`config.mk`:
```
export PLATFORM = sky130hd
export DESIGN_NAME = ssp_ram
export DESIGN_NICKNAME = d
export VERILOG_FILES = /design/src/rtl/assert_macros.svh /design/src/rtl/ssp_ram.sv
export SDC_FILE = /design/constraint.sdc
export NUM_CORES = 1
export LEC_CHECK = 0
export ABC_AREA = 1
export CAP_MARGIN = 25
export CORE_ASPECT_RATIO = 0.7
export CORE_MARGIN = 3
export CORE_UTILIZATION = 55
export CTS_BUF_LIST = sky130_fd_sc_hd__clkbuf_16
export CTS_CLUSTER_DIAMETER = 80
export DETAILED_ROUTE_END_ITERATION = 10
export DONT_BUFFER_PORTS = 1
export GPL_TIMING_DRIVEN = 0
export HOLD_SLACK_MARGIN = 0.02
export MAX_ROUTING_LAYER = met4
export PLACE_DENSITY_LB_ADDON = 0.08
export SLEW_MARGIN = 40
export SYNTH_ARGS = -nofsm -noshare
export SYNTH_HDL_FRONTEND = slang
export SYNTH_SLANG_ARGS = --single-unit
```
`constraint.sdc`:
```
create_clock -name clk -period 1.2 [get_ports clk]
set_input_delay 0.3 -clock clk [delete_from_list [all_inputs] [get_ports clk]]
set_output_delay 0.3 -clock clk [all_outputs]
set_load 0.05 [all_outputs]
```
`src/rtl/assert_macros.svh`:
```
// Assertion macros shared by the RTL modules of the shortest path engine.
`ifndef ASSERT_MACROS_SVH
`define ASSERT_MACROS_SVH

// Same-cycle implication, sampled on clk and disabled during reset.
`define SSP_ASSERT_IMP(lbl, pre, post) \
    lbl: assert property (@(posedge clk) disable iff (!rst_n) (pre) |-> (post)) \
        else $error("same-cycle check failed");

// Next-cycle implication, sampled on clk and disabled during reset.
`define SSP_ASSERT_NXT(lbl, pre, post) \
    lbl: assert property (@(posedge clk) disable iff (!rst_n) (pre) |=> (post)) \
        else $error("next-cycle check failed");

`endif

```
`src/rtl/ssp_ram.sv`:
```
// Generic single-write, single-read RAM with registered read data.
module ssp_ram #(
    parameter int WIDTH = 8,
    parameter int DEPTH = 16,
    localparam int AW = $clog2(DEPTH)
) (
    input  logic             clk,
    input  logic             we,
    input  logic [AW-1:0]    waddr,
    input  logic [WIDTH-1:0] wdata,
    input  logic [AW-1:0]    raddr,
    output logic [WIDTH-1:0] rdata
);

    logic [WIDTH-1:0] mem [DEPTH];

    always_ff @(posedge clk)
    begin
        if (we)
        begin
            mem[waddr] <= wdata;
        end
        rdata <= mem[raddr];
    end

endmodule

```
==> metrics.cfg <==
[status]
status=finished, final reports clean

[routing]
ant_nets=0
drtIter0Drc=509
viasPerCell=5.42
wl_um=14100
vias=3898
wl_per_cell_um=19.7
drc_errors=0
first_pass_iters=5

[yosys]
netlist_area_um2=5770
synthCells=551
synth.distinct_cells=12
seq_area_frac_synth_pct=69.4
syn-num-nets=569
yosys_register_bits=136
avgSynthCellArea_um2=10.5
yosysWarningCount=0

[final_layout]
mostFrequentLayoutCell=nand2_1
diodes=0
syn2layout_area_growth_pct=16.0
fillers=746
fin_cells=719
design_area_um2=6690
fin_nets=596
drive_gt1_share_pct=12.2
final_cell_mix=173 x nand2_1, 128 x edfxtp_1, 101 x inv_1, 97 x nand3_1, 17 x clkbuf_16

[power]
leakagePower_uw=0.00290
ir_drop_mv=1.10
power.total_uw=11500
power_density_nw_per_um2=1720

[min_path]
hold_path.class=in -> reg
holdPathEnd=rdata[1]$_DFF_P_
min-delay-start=raddr[2]
whs_path_depth=4

[worst_setup_path]
cp-start-kind=input port
critPathRequiredTime_ps=1320
worst-path-max-fanout=16
reg2reg_depth=6
cpMaxStageDelayCell=dlygate4sd3_1
crit_family=buffers and inverters
cp_num_buf_inv=1
arrival_ps=1290
cp_slowest_stage_delay_ps=990
regToRegStartpoint=mem[12][6]$_DFFE_PP_
regToRegSetupSlack_ps=140
critical_path_class=in -> reg
path_cells=dlygate4sd3_1
r2r-end=rdata[6]$_DFF_P_
crit_path_end_kind=flip-flop

[cts]
cts_root_buffer=clkbuf_16
post_cts_buffers=0
clock-sinks=136
clk_path_buf_depth=2
htreeDepth=4
cts_buffers=17
clkTransAtPathRegs_ps=50
clk_latency_ps=410
tritoncts=done

[place]
pre_cts_ws_ps=-475
hpwlAfterDp_um=9230
io_buffers=0
dpl_cell_area_um2=5940
gp_congestion=0.979
dp_cells=679

[global_route]
grt_max_degree=17
grt_antenna_before_repair=0
grt_usage_pct=26.4
grt_pass1_vias=3507
grt-ovfl-total=0
grt_pass1_wl_um=21300

[die]
die_h_um=91.7
core_um2=9950
ios=26
die_x_um=128
start_util_pct=58.0
rows=30
die_area_um2=11800

[timing]
grt_setup_unrepaired=true
clock_skew_ps=4.29
finalMaxSlewViolations=0
worst_slack_ps=22.8
max_freq_ghz=0.849
setup_tns_ps=0
slew_headroom_pct=46.5
setup_violations=0
max_slew.worst_pin.slew_ps=803
fin_crit_sh_pct=98.1
finalCriticalPeriod_ps=1180
hold_viol=0

[flow_run]
maxCapViolations=0

per-stage QoR:
step / utilization, % / hold slack, ps
detailed placement: 59.7 / 400
floorplan: - / 399
global placement: 59.7 / 400
global route: 67.3 / 329
CTS: 66.9 / 305
finish: 67.3 / 317
routing by layer:
metal | share of wire, % | GRT usage [%] | wire length, um
met1 | 46 | 40.8 | 6480
met2 | 41 | 33.0 | 5800
met3 | 12 | 9.20 | 1660
met4 | 1.3 | 6.89 | 190
met5 | 0 | - | 0
where the power goes:
part | leakage (uW) | internal, uW | total, uW | switching (uW)
clock | 0.000293 | 3440 | 5380 | 1940
sequential | 0.00123 | 5320 | 5460 | 139
combinational | 0.00138 | 190 | 675 | 485
how the worst max path moves through the flow:
| stage | end | startpoint | depth (start not counted) | slack, ps |
|---|---|---|---|---|
| after floorplan | mem[10][0]$_DFFE_PP_ | waddr[2] | 2 | -50 |
| after global placement | mem[7][2]$_DFFE_PP_ | waddr[3] | 2 | -440 |
| after CTS | mem[5][2]$_DFFE_PP_ | waddr[3] | 2 | -50 |
| final | mem[4][7]$_DFFE_PP_ | wdata[7] | 1 | 20 |
| after detailed placement | mem[5][6]$_DFFE_PP_ | waddr[3] | 2 | -480 |
| after global routing | mem[11][6]$_DFFE_PP_ | waddr[2] | 2 | -20 |
cells in the mapped netlist:
master	count	area, um^2
buf_1	1	3.75
buf_2	13	65.1
buf_4	4	30.0
buf_6	6	67.6
dfxtp_1	8	160
edfxtp_1	128	3840
inv_1	100	375
inv_2	2	7.51
nand2_1	173	649
nand3_1	97	485
nand3b_1	2	15.0
nor2_1	17	63.8
logic make-up after synthesis:
| kind of cell | count (synthesis) | share of synthesized area [%] |
|---|---|---|
| AND/OR/NAND/NOR | 289 | 21.0 |
| flip-flops | 136 | 69.4 |
| buffers and inverters | 126 | 9.52 |
flip-flops by register name, summed over array words and instances, names as in the netlist:
name and flops:
mem 128, rdata 8
layout make-up:
type	count	area, um^2	area share, %
Clock buffer	17	425	6.36
Buffer	24	166	2.49
Sequential cell	136	4030	60.3
Timing Repair Buffer	8	95.1	1.42
Tap cell	128	160	2.39
Clock inverter	15	185	2.77
Inverter	102	383	5.72
Multi-Input combinational cell	289	1240	18.6
repair_timing:
action                                  4_1_cts  5_1_grt
endpoints found under the setup margin       40      119
hold buffers                                  8        0
gates resized for setup                      11       13
endpoints found under the hold margin       128        0
Power figures use the tool's default switching activity.
